**config.mk**
```make
export PLATFORM = sky130hd
export DESIGN_NAME = byte_pattern_matcher_top
export DESIGN_NICKNAME = d
export VERILOG_FILES = /design/src/rtl/core/bpm_pkg.sv /design/src/rtl/core/bpm_cfg.sv /design/src/rtl/core/bpm_cell.sv /design/src/rtl/core/byte_pattern_matcher_top.sv
export SDC_FILE = /design/constraint.sdc
export NUM_CORES = 1
export LEC_CHECK = 0
export BUFFER_PORTS_ARGS = -buffer_cell sky130_fd_sc_hd__buf_2
export CAP_MARGIN = 20
export CELL_PAD_IN_SITES_DETAIL_PLACEMENT = 1
export CELL_PAD_IN_SITES_GLOBAL_PLACEMENT = 1
export CORE_ASPECT_RATIO = 2
export CORE_MARGIN = 2
export CORE_UTILIZATION = 40
export DETAILED_ROUTE_END_ITERATION = 7
export PLACE_DENSITY = 0.71
export SLEW_MARGIN = 25
export SYNTH_ARGS = -nofsm -noshare
export SYNTH_HDL_FRONTEND = slang
export SYNTH_SLANG_ARGS = --single-unit
export TNS_END_PERCENT = 30
```
**constraint.sdc**
```tcl
create_clock -name aclk -period 14.15 [get_ports aclk]
set_input_delay 3.5375 -clock aclk [delete_from_list [all_inputs] [get_ports aclk]]
set_output_delay 3.5375 -clock aclk [all_outputs]
set_load 0.1 [all_outputs]
```
**src/rtl/core/bpm_pkg.sv**
```systemverilog
// Shared constants, register codes and interface types of the byte pattern matcher.
// No dependencies; every other file refers to it by scoped names.
`timescale 1ns / 1ps

package bpm_pkg;

    localparam int MAX_PATTERN   = 16;
    localparam int POSITION_BITS = 32;

    localparam int PATTERN_BYTES = 16;
    localparam int LEN_BITS      = 5;
    localparam int LEN_IDX_BITS  = 4;
    localparam int CFG_ADDR_BITS = 2;
    localparam int CFG_DATA_BITS = 64;
    localparam int OFFSET_BITS   = 32;

    typedef enum logic [CFG_ADDR_BITS-1:0] {
        CFG_PATTERN_LOW    = 2'd0,
        CFG_PATTERN_HIGH   = 2'd1,
        CFG_PATTERN_LENGTH = 2'd2
    } cfg_index_t;

    typedef struct packed {
        logic [PATTERN_BYTES-1:0][7:0] pattern;
        logic [LEN_IDX_BITS-1:0]       len_m1;
    } cfg_t;

    typedef struct packed {
        logic shift_en;
        logic clear;
    } cell_ctrl_t;

endpackage

```
**src/rtl/core/bpm_cfg.sv**
```systemverilog
// Configuration registers of the byte pattern matcher and the clamped pattern length.
// Depends on bpm_pkg.
`timescale 1ns / 1ps

module bpm_cfg (
    input  logic                               aclk,
    input  logic                               aresetn,
    input  logic                               cfg_wr_en,
    input  logic [bpm_pkg::CFG_ADDR_BITS-1:0]  cfg_addr,
    input  logic [bpm_pkg::CFG_DATA_BITS-1:0]  cfg_wr_data,
    output bpm_pkg::cfg_t                      cfg
);

    logic [63:0]                    pattern_low_reg;
    logic [63:0]                    pattern_high_reg;
    logic [bpm_pkg::LEN_BITS-1:0]   pattern_length_reg;

    always_ff @(posedge aclk) begin
        if (!aresetn) begin
            pattern_low_reg    <= '0;
            pattern_high_reg   <= '0;
            pattern_length_reg <= bpm_pkg::LEN_BITS'(1);
        end else if (cfg_wr_en) begin
            case (cfg_addr)
                bpm_pkg::CFG_PATTERN_LOW: begin
                    pattern_low_reg <= cfg_wr_data[63:0];
                end
                bpm_pkg::CFG_PATTERN_HIGH: begin
                    pattern_high_reg <= cfg_wr_data[63:0];
                end
                bpm_pkg::CFG_PATTERN_LENGTH: begin
                    pattern_length_reg <= cfg_wr_data[bpm_pkg::LEN_BITS-1:0];
                end
                default: begin
                end
            endcase
        end
    end

    always_comb begin
        cfg.pattern = {pattern_high_reg, pattern_low_reg};
        if (pattern_length_reg == '0) begin
            cfg.len_m1 = '0;
        end else if (pattern_length_reg > bpm_pkg::LEN_BITS'(bpm_pkg::MAX_PATTERN)) begin
            cfg.len_m1 = bpm_pkg::LEN_IDX_BITS'(bpm_pkg::MAX_PATTERN - 1);
        end else begin
            cfg.len_m1 = bpm_pkg::LEN_IDX_BITS'(pattern_length_reg - bpm_pkg::LEN_BITS'(1));
        end
    end

endmodule

```
**src/rtl/core/bpm_cell.sv**
```systemverilog
// One window cell: holds one stream byte and its valid bit, compares the byte it takes in
// against its pattern byte and extends the match chain. Depends on bpm_pkg.
`timescale 1ns / 1ps

module bpm_cell (
    input  logic                aclk,
    input  logic                aresetn,
    input  bpm_pkg::cell_ctrl_t ctrl,
    input  logic [7:0]          byte_in,
    input  logic                valid_in,
    input  logic                match_in,
    input  logic [7:0]          pattern_byte,
    input  logic                in_use,
    output logic [7:0]          byte_out,
    output logic                valid_out,
    output logic                match_out
);

    logic [7:0] byte_reg;
    logic       valid_reg;

    always_ff @(posedge aclk) begin
        if (!aresetn) begin
            valid_reg <= 1'b0;
        end else if (ctrl.shift_en) begin
            valid_reg <= valid_in && !ctrl.clear;
        end
    end

    always_ff @(posedge aclk) begin
        if (ctrl.shift_en) begin
            byte_reg <= byte_in;
        end
    end

    assign byte_out  = byte_reg;
    assign valid_out = valid_reg;
    assign match_out = match_in && (!in_use || (valid_in && (byte_in == pattern_byte)));

endmodule

```
**src/rtl/core/byte_pattern_matcher_top.sv**
```systemverilog
// Top level of the byte pattern matcher: chain of window cells, stream position and
// result register. Depends on bpm_pkg, bpm_cfg and bpm_cell.
`timescale 1ns / 1ps

// Scans a byte stream at one byte per clock, unless a held result stalls it, and reports
// the start offset of every occurrence of the configured 1 to 16 byte pattern, overlapping
// ones included. A hit appears on the result port on the cycle after its request is taken,
// and a new request is taken in that cycle as long as the result register is empty or
// being drained. The window is a row of 16 byte cells that shift by one per request and
// compare in parallel, so throughput is one byte per clock while s_ready is high. After a
// request with s_last_byte set, the window and the position clear and the next byte is
// offset zero. The position saturates at its maximum. Write configuration only while idle.

module byte_pattern_matcher_top (
    input  logic                               aclk,
    input  logic                               aresetn,
    input  logic                               cfg_wr_en,
    input  logic [bpm_pkg::CFG_ADDR_BITS-1:0]  cfg_addr,
    input  logic [bpm_pkg::CFG_DATA_BITS-1:0]  cfg_wr_data,
    input  logic                               s_valid,
    output logic                               s_ready,
    input  logic [7:0]                         s_data_byte,
    input  logic                               s_last_byte,
    output logic                               m_valid,
    input  logic                               m_ready,
    output logic [bpm_pkg::OFFSET_BITS-1:0]    m_match_offset
);

    localparam int N = bpm_pkg::MAX_PATTERN;
    localparam int PB = bpm_pkg::POSITION_BITS;

    bpm_pkg::cfg_t       cfg;
    bpm_pkg::cell_ctrl_t ctrl;

    logic [N:0][7:0] chain_byte;
    logic [N:0]      chain_valid;
    logic [N:0]      chain_match;

    logic [PB-1:0] position_reg;
    logic [PB-1:0] position_next;
    logic [PB-1:0] offset_full;
    logic          m_valid_reg;
    logic          m_valid_next;
    logic [bpm_pkg::OFFSET_BITS-1:0] m_offset_reg;
    logic          accept;

    bpm_cfg u_cfg (
        .aclk        (aclk),
        .aresetn     (aresetn),
        .cfg_wr_en   (cfg_wr_en),
        .cfg_addr    (cfg_addr),
        .cfg_wr_data (cfg_wr_data),
        .cfg         (cfg)
    );

    assign s_ready       = !m_valid_reg || m_ready;
    assign accept        = s_valid && s_ready;
    assign ctrl.shift_en = accept;
    assign ctrl.clear    = s_last_byte;

    assign chain_byte[0]  = s_data_byte;
    assign chain_valid[0] = 1'b1;
    assign chain_match[0] = 1'b1;

    for (genvar k = 0; k < N; k++) begin : g_cell
        logic [bpm_pkg::LEN_IDX_BITS-1:0] pidx;
        logic                             use_k;

        assign pidx  = cfg.len_m1 - bpm_pkg::LEN_IDX_BITS'(k);
        assign use_k = (bpm_pkg::LEN_BITS'(k) <= {1'b0, cfg.len_m1});

        bpm_cell u_cell (
            .aclk         (aclk),
            .aresetn      (aresetn),
            .ctrl         (ctrl),
            .byte_in      (chain_byte[k]),
            .valid_in     (chain_valid[k]),
            .match_in     (chain_match[k]),
            .pattern_byte (cfg.pattern[pidx]),
            .in_use       (use_k),
            .byte_out     (chain_byte[k+1]),
            .valid_out    (chain_valid[k+1]),
            .match_out    (chain_match[k+1])
        );
    end

    assign offset_full = position_reg - PB'(cfg.len_m1);

    always_comb begin
        position_next = position_reg;
        if (accept) begin
            if (s_last_byte) begin
                position_next = '0;
            end else if (position_reg != {PB{1'b1}}) begin
                position_next = position_reg + PB'(1);
            end
        end
    end

    always_comb begin
        m_valid_next = m_valid_reg;
        if (accept) begin
            m_valid_next = chain_match[N];
        end else if (m_ready) begin
            m_valid_next = 1'b0;
        end
    end

    always_ff @(posedge aclk) begin
        if (!aresetn) begin
            position_reg <= '0;
            m_valid_reg  <= 1'b0;
        end else begin
            position_reg <= position_next;
            m_valid_reg  <= m_valid_next;
        end
    end

    always_ff @(posedge aclk) begin
        if (accept && chain_match[N]) begin
            m_offset_reg <= bpm_pkg::OFFSET_BITS'(offset_full);
        end
    end

    assign m_valid        = m_valid_reg;
    assign m_match_offset = m_offset_reg;

endmodule

```
==> run summary, run 1 <==
The area growth from synthesis to layout is 11.0%. The tools report the total number of clock tree sinks as 333. The tools report the remaining global-route overflow as 0. For the number of H-tree levels, the log shows 1. The routability congestion estimate from global placement was 1.07; the pin count of the biggest net entering global routing was 93. The cell with the largest stage delay on the worst path was sky130_fd_sc_hd__buf_2. For the pin with the worst max-slew slack, the measured transition is 1.30 ns. The detailed router placed 20463 vias in this run. Timing would allow up to 0.128 GHz. The critical hold path startpoint was g_cell[4].u_cell.byte_out[6]. The number of antenna diodes was 0.

The number of antenna violations at the first check in global routing is 2. The commonest cells after synthesis are sky130_fd_sc_hd__nand2_1, sky130_fd_sc_hd__a21oi_1, sky130_fd_sc_hd__dfxtp_1. The floorplan step defined a die boundary enclosing 55400 um^2. The run gives 23700 um^2 as the finished layout cell area. After the flow finishes, the layout carries non-filler instances totaling 3094. After synthesis, the netlist uses 88 different library cells. The via count of the first global-routing pass was 20889; the buffering stage count on the worst path with inverters included was 2. The wire length reported by the detailed router came out at 112000 um. Dividing total power by cell area gives a power density of 117 nW/um^2.

Once the clock tree was built, the resizer swapped 0 gates to a different size. The signal on the critical path passes through buf_2, nand2b_1, buf_2. Counting flops and latches in the post-synthesis netlist gives 333. The sequential cell area fraction in the yosys report was 0.383; the total nets after synthesis was 2473. The instance count along the most critical hold path is 0.

Share of Yosys cell area claimed by the top area cell type: 0.214. The reg-to-reg critical path endpoint was m_match_offset[7]. The tools report the static leakage as 8.39 nW. The startpoint-to-endpoint class of the critical path was in -> out. The residual antenna-violating net count after detailed routing is 0, and the final hold violation count is 0. The die outline width is 167 um, and the worst reg2reg path depth is 16. The tools report the count of max-cap constraint violations as 0. The area of the mapped netlist is 21400 um^2. In this run the standard cell core region covers 52700 um^2. The tools report the met3 track demand over resource as 0.0743.

Yosys attributes the largest share of cell area to sky130_fd_sc_hd__edfxtp_1, sky130_fd_sc_hd__dfxtp_1, sky130_fd_sc_hd__mux2i_1. The tools report the startpoint of the most critical register-to-register path as u_cfg.pattern_length_reg[0]. The run gives 1.82 mW as the internal power summed over all cells. For the iteration-0 DRC count of the detailed router, the log shows 1864.

For this design the total switching power over the nets is 963 uW. Number of max-slew violations in the final report: 0. The logs give 0.391 for the met1 global-route usage and 0 for the yosys synthesis warning count. For this run, design rule violations remaining after detail routing come to 8. The critical path required time was 10.61 ns; the utilization after layout was 0.450. The primary flip-flop cell chosen by synthesis mapping was sky130_fd_sc_hd__dfxtp_1. The clock input transition at the sequential cells of the worst setup and hold paths was 0.07 ns. The worst register-to-register path has a setup slack of 6.48 ns. The number of top-level design ports is 114.

The endpoint kind of the worst setup timing path is a primary output. The placed wire-length estimate after detailed placement came out at 86000 um. For hold timing, the worst endpoint is g_cell[5].u_cell.byte_out[6].

Number of flip-flops in the largest register: 120. Worst slew slack as a fraction of its limit: 0.131. After detailed routing, the average wire length per cell comes to 36.1 um. The run finished, with violations left.

The relative contribution of sequential cells to total power is 0.400, and the final critical-path required period is 7.80 ns. The most used routing layer is met2. The checks that failed: DRC. Clock skew on the completed layout was measured at 0.0264 ns. The floorplan has 119 rows. The clock passes through at most 3 buffers.

The starting density of the core came out at 0.405. The total routing resource utilization after global routing is 0.400, and the share of final-layout standard cells stronger than drive strength 1 is 0.131. The detailed-router iteration count before antenna repair was 8; the clock insertion delay at the later pin of the skew report was 0.64 ns. Net count of the finished layout: 2494. Setup violations remaining at the end of the flow were counted as 0.

For the number of clock buffers inserted by TritonCTS, the log shows 31. Counting stages on the worst path, the most repeated cell is sky130_fd_sc_hd__buf_2. The worst-case IR drop observed on VDD is 0.0000926 V.

STA classifies the critical path startpoint as a primary input. The tightest hold path in the finished design has a slack of 0.483 ns. The count of flip-flops with a built-in enable after synthesis was 152; the port buffer count was 113. The min-delay analysis places its worst path in the category reg -> reg. The run gives 6107 as the layout filler cell count. On the critical path the largest part of the delay comes from buffers and inverters. The post-route clock period utilization is 0.551. Arrival time of the worst setup path: 4.26 ns. The via-per-instance ratio is 6.61. For the number of hold buffers added after CTS, the log shows 0.

Among all cell types in the netlist, the one instantiated most often is sky130_fd_sc_hd__nand2_1. The buffer cell driving the clock tree root was sky130_fd_sc_hd__clkbuf_16. Count of buffers added by post-CTS timing repair for setup: 0. Library cell occupying the most area in the post-synthesis netlist: sky130_fd_sc_hd__edfxtp_1.

The mean instance size in the synthesized netlist was 8.96 um^2; the number of standard cells after synthesis was 2384. After detailed placement, the total cell area comes to 22500 um^2. For the combinational power share, the log shows 0.262. TritonCTS built the clock tree. The async set or reset register ratio after synthesis works out to 0.

In the final timing run, aggregate negative setup slack is 0 ns. The tools report the clock network fraction of total power as 0.338. The routing usage on met2 came out at 0.687. Setup repair after global routing left no endpoint under its margin. The first-pass GRT wire length came out at 156000 um. The fraction of power spent switching nets is 0.346.

The die height is 331 um. The peak per-stage delay on the critical path is 0.46 ns, and the number of instances in the placed design is 3033. Along the worst path, the maximum fanout reaches 3.
==> cell usage in the layout (no fill, tap or decap), types with 47 or more instances in the layout <==
| cell | count |
|---|---|
| sky130_fd_sc_hd__o22ai_1 | 71 |
| sky130_fd_sc_hd__nor3_1 | 70 |
| sky130_fd_sc_hd__buf_4 | 51 |
| sky130_fd_sc_hd__buf_2 | 113 |
| sky130_fd_sc_hd__mux2i_1 | 158 |
| sky130_fd_sc_hd__nor2_1 | 150 |
| sky130_fd_sc_hd__o21ai_0 | 56 |
| sky130_fd_sc_hd__xor2_1 | 93 |
| sky130_fd_sc_hd__a21oi_1 | 218 |
| sky130_fd_sc_hd__a22oi_1 | 57 |
| sky130_fd_sc_hd__xnor2_1 | 105 |
| sky130_fd_sc_hd__edfxtp_1 | 152 |
| sky130_fd_sc_hd__nand3_1 | 47 |
| sky130_fd_sc_hd__nand2_1 | 372 |
| sky130_fd_sc_hd__dfxtp_1 | 181 |
==> logic make-up after synthesis <==
kind of cell,after synthesis,share of synthesized area
AO/OA/AOI/OAI,622,0.191
XOR/XNOR,204,0.0840
adder cells (fa/ha/maj),15,0.00838
buffers and inverters,203,0.0391
flip-flops,333,0.383
multiplexers,208,0.124
AND/OR/NAND/NOR,799,0.171
==> per-stage QoR <==
stage                     power [mW]  setup WS [ns]
after floorplan                 1.54           5.36
after global placement          1.81           6.37
after detailed placement        1.83           6.37
after CTS                       2.76           6.36
after global routing            2.85           6.22
final                           2.78           6.35
==> power groups by stage <==
stage / Clock [mW] / Sequential [mW] / Combinational, mW
floorplan: 0 / 1.09 / 0.447
global placement: 0 / 1.13 / 0.683
detailed placement: 0 / 1.13 / 0.695
CTS: 0.954 / 1.11 / 0.698
global route: 0.980 / 1.11 / 0.756
finish: 0.941 / 1.11 / 0.728
==> layer usage <==
metal,up-vias,part of all wire
li1,8899,-
met1,10166,0.32
met2,977,0.48
met3,421,0.061
met4,0,0.13
met5,-,0
==> how the worst max path moves through the flow <==
stage | from | cells after the start | to
detailed placement | m_ready | 3 | s_ready
CTS | m_ready | 3 | s_ready
finish | m_ready | 3 | s_ready
global route | u_cfg.pattern_length_reg[0] | 17 | m_match_offset[2]
global placement | m_ready | 3 | s_ready
floorplan | m_ready | 7 | g_cell[11].u_cell.valid_out
==> cell type report <==
class,instances,area (um^2),area share
clock buffer,42,847,0.0357
sequential,333,8190,0.345
clock inverter,15,243,0.0102
inverter,23,93.8,0.00396
multi-input combinational,1848,12500,0.528
tap,665,832,0.0351
timing repair buffer,168,986,0.0416
No activity file was read; power rests on OpenSTA's default activity.
==> inputs of run 2 (changes only) <==
--- a/config.mk
+++ b/config.mk
@@ -13,7 +13,7 @@
 export CORE_MARGIN = 2
 export CORE_UTILIZATION = 40
 export DETAILED_ROUTE_END_ITERATION = 7
-export PLACE_DENSITY = 0.71
+export PLACE_DENSITY = 0.74
 export SLEW_MARGIN = 25
 export SYNTH_ARGS = -nofsm -noshare
 export SYNTH_HDL_FRONTEND = slang
==> constraint.sdc (replaced) <==
create_clock -name aclk -period 6.92 [get_ports aclk]
set_input_delay 1.73 -clock aclk [delete_from_list [all_inputs] [get_ports aclk]]
set_output_delay 1.73 -clock aclk [all_outputs]
set_load 0.1 [all_outputs]
==> run 2 against run 1 <==
  * The run still ends with DRC left
  * Sequential power up 110%
  * Register-to-register slack worse by 5.9 ns
  * Largest cell class unchanged
  * Clock skew down 0.0081 ns
  * Worst setup slack worse by 5.8 ns
  * Global-route usage up 1.6 points
  * Sequential share of layout area down 0.79 points
  * Design area up 2.3%
==> run summary, run 2 (synthesis results as in run 1) <==
The share of final-layout standard cells stronger than drive strength 1 works out to 0.156 (+0.0246). The worst min-delay path class is reg -> reg. The number of clock buffers inserted by TritonCTS was 34 (+9.7%). The flow ran to the end, but the final reports show violations.

TritonCTS built the clock tree. The post-route clock skew was 0.0183 ns (-0.00813 ns); the overall power of the completed layout was 5.85 mW (+110%). For the number of failing setup endpoints in the final timing report, the log shows 0 (unchanged). For the pre-CTS setup slack, the log shows 1.01 ns (-5.35 ns). The total number of clock tree sinks is 333 (unchanged), and the largest buffer count on any clock path is 3 (unchanged). The number of antenna violations at the first check in global routing is 7 (+5). Fmax: 0.157 GHz. The logs give 138 (+48%) for the pin count of the biggest net entering global routing and 2571 (+3.1%) for the net count of the finished layout.

Growth of design area from synthesis to finish: 13.6%. The clock input transition at the sequential cells of the worst setup and hold paths was 0.08 ns (about the same). The transition time at the pin with the least slew margin was 1.12 ns (-0.181 ns). Destination of the worst hold path: g_cell[12].u_cell.byte_out[1].

The critical path is of the reg -> reg type. The run gives 114 (unchanged) as the number of top-level design ports. Summed negative setup slack over all endpoints: 0 ns (unchanged). The total number of placement rows came out at 119 (unchanged). The layout filler cell count is 6085 (-0.36%).

The slowest stage of the critical path is the sky130_fd_sc_hd__dfxtp_1 cell. The total power divided by cell area is 241 nW/um^2 (+110%). The placed wire-length estimate after detailed placement was 90000 um (+4.7%). The finished layout cell area was 24300 um^2 (+2.3%); the post-cts resize count was 0 (unchanged). met2 is the most crowded layer. For the finished layout, the period the worst path requires is 6.37 ns. The number of hold buffers added after CTS was 0 (unchanged).

The routed length per instance was 36.6 um (+1.2%). For the number of max-slew violations in the final report, the log shows 0 (unchanged). The register-to-register path setup slack is 0.55 ns (-5.93 ns). The peak per-stage delay on the critical path works out to 0.94 ns (+0.48 ns). Die height: 331 um (unchanged).

For the worst hold margin, the log shows 0.478 ns (-0.00503 ns). The tools report the critical hold path startpoint as g_cell[11].u_cell.byte_out[1]. The final hold violation count is 0 (unchanged). The number of standard cells in the final layout excluding fillers was 3174 (+2.6%). The library cells used most frequently in the layout, excluding fill and tap cells, are sky130_fd_sc_hd__nand2_1, sky130_fd_sc_hd__a21oi_1, sky130_fd_sc_hd__dfxtp_1.

The total number of vias was 21217 (+3.7%); the area of combinational cells with multiple inputs was 12400 um^2 (-0.55%). The routing usage on met2 was 0.709 (+0.0220). The total routing resource utilization after global routing came out at 0.416 (+0.0159). The port buffer count is 113 (unchanged). Setup repair after global routing left no endpoint under its margin. Clock tree synthesis selected as its root buffer the cell sky130_fd_sc_hd__clkbuf_16.

The via-per-instance ratio was 6.68 (+1.1%); the wire length reported by the detailed router was 116000 um (+3.8%). The count of buffers added by post-CTS timing repair for setup came out at 0 (unchanged). The worst register-to-register path begins at u_cfg.pattern_length_reg[4]. Met1 global-route usage: 0.374 (-0.0169).

The signal on the critical path passes through inv_1, maj3_2, o22ai_1, nor4_1, a311oi_1, nor3_1, nor4b_1, nand4_1, o21a_1, nor4_1, nand3_1, nor4_4, buf_12. The utilization after layout was 0.460 (+0.0105). Number of instances in the placed design: 3111 (+2.6%). The critical path required time is 7.20 ns (-3.41 ns). The logs give 0.405 (unchanged) for the starting density of the core and 0 (unchanged) for the residual antenna-violating net count after detailed routing.

Endpoint kind of the worst setup timing path: a register. The run gives 1957 (+5.0%) as the iteration-0 DRC count of the detailed router. The worst reg2reg path depth came out at 13 (-3). The run gives 0.241 (+0.110) as the worst slew slack as a fraction of its limit. The tools report the via count of the first global-routing pass as 21920 (+4.9%). The total core area was 52700 um^2 (unchanged). The maximum fanout count along the critical path is 43 (+40). The tools report the routability congestion estimate from global placement as 1.12 (+5.0%). The tools report the sequential standard cell area as 8190 um^2 (unchanged). The worst setup path is launched from a register.

In this run the critical register-to-register path is captured at m_match_offset[2]. The met3 track demand over resource was 0.114 (+0.0393); the static leakage was 8.75 nW (+4.3%). The cell type with the highest occurrence count on the critical path is sky130_fd_sc_hd__nor4_1. The final worst slack came out at 0.548 ns (-5.80 ns). The peak supply drop was 0.000199 V (+110%). The die area was 55400 um^2 (unchanged). The first-pass GRT wire length is 162000 um (+3.6%).

For the clock insertion delay at the later pin of the skew report, the log shows 0.60 ns (-0.04 ns). The count of max-cap constraint violations came out at 0 (unchanged). The library cell used most frequently in the layout, excluding fill and tap cells, is sky130_fd_sc_hd__nand2_1. The number of flip-flops in the largest register was 120 (unchanged); the remaining global-route overflow was 0 (unchanged). The number of H-tree levels is 2 (+1).

The post-route clock period utilization was 0.921. The arrival time of the worst setup path is 6.65 ns (+2.39 ns). The final reports fail on DRC. Detailed-router iteration count before antenna repair: 8 (unchanged). Instance count along the most critical hold path: 0 (unchanged).

The die outline width is 167 um (unchanged). The total DRC errors in the routed layout is 20 (+12), and the area of placed instances is 23100 um^2 (+2.7%).
run 2: cell types whose count changed in the layout (fill, tap and decap cells not counted), moves of 3 or more:
cell	delta
sky130_fd_sc_hd__buf_12	+5
sky130_fd_sc_hd__buf_4	+73
sky130_fd_sc_hd__bufinv_16	-4
sky130_fd_sc_hd__clkbuf_16	+3
sky130_fd_sc_hd__clkinv_2	+3
run 2: cell type report:
class | instances | area share
inverter | 23 | 0.00387
multi-input combinational | 1848 | 0.513
sequential | 333 | 0.338
antenna | 2 | 0.000206
clock inverter | 17 | 0.00702
timing repair buffer | 242 | 0.0658
clock buffer | 44 | 0.0383
tap | 665 | 0.0343
run 2: routing by layer:
metal,vias to the layer above,part of all wire
met5,-,0.00035
met4,6,0.14
met3,560,0.074
met2,1087,0.48
met1,10507,0.31
li1,9057,-
run 2: how the worst max path moves through the flow:
stage	startpoint	endpoint	slack, ns	cells after the start
final	u_cfg.pattern_length_reg[4]	m_match_offset[2]	0.55	13
after global routing	u_cfg.pattern_length_reg[4]	m_match_offset[6]	0.29	13
after CTS	u_cfg.pattern_length_reg[0]	m_match_offset[2]	0.95	15
after detailed placement	u_cfg.pattern_length_reg[0]	m_match_offset[2]	1.01	16
after global placement	u_cfg.pattern_length_reg[0]	m_match_offset[5]	1.06	16
after floorplan	m_ready	g_cell[11].u_cell.valid_out	-0.06	7
run 2: worst max-delay path, delay by kind of cell (launching register included):
| kind | cells | cell delay (ns) |
|---|---|---|
| and+or+nand+nor | 7 | 2.12 |
| AOI/OAI and AO/OA | 3 | 1.58 |
| DFF | 1 | 0.94 |
| adders and majority gates | 1 | 0.74 |
| buffers and inverters | 2 | 0.62 |
run 2: where the power goes:
group          switching (mW)  leakage [nW]  internal (mW)
clock                   0.883         0.536           1.04
combinational            1.10          5.29          0.561
sequential              0.132          2.93           2.14
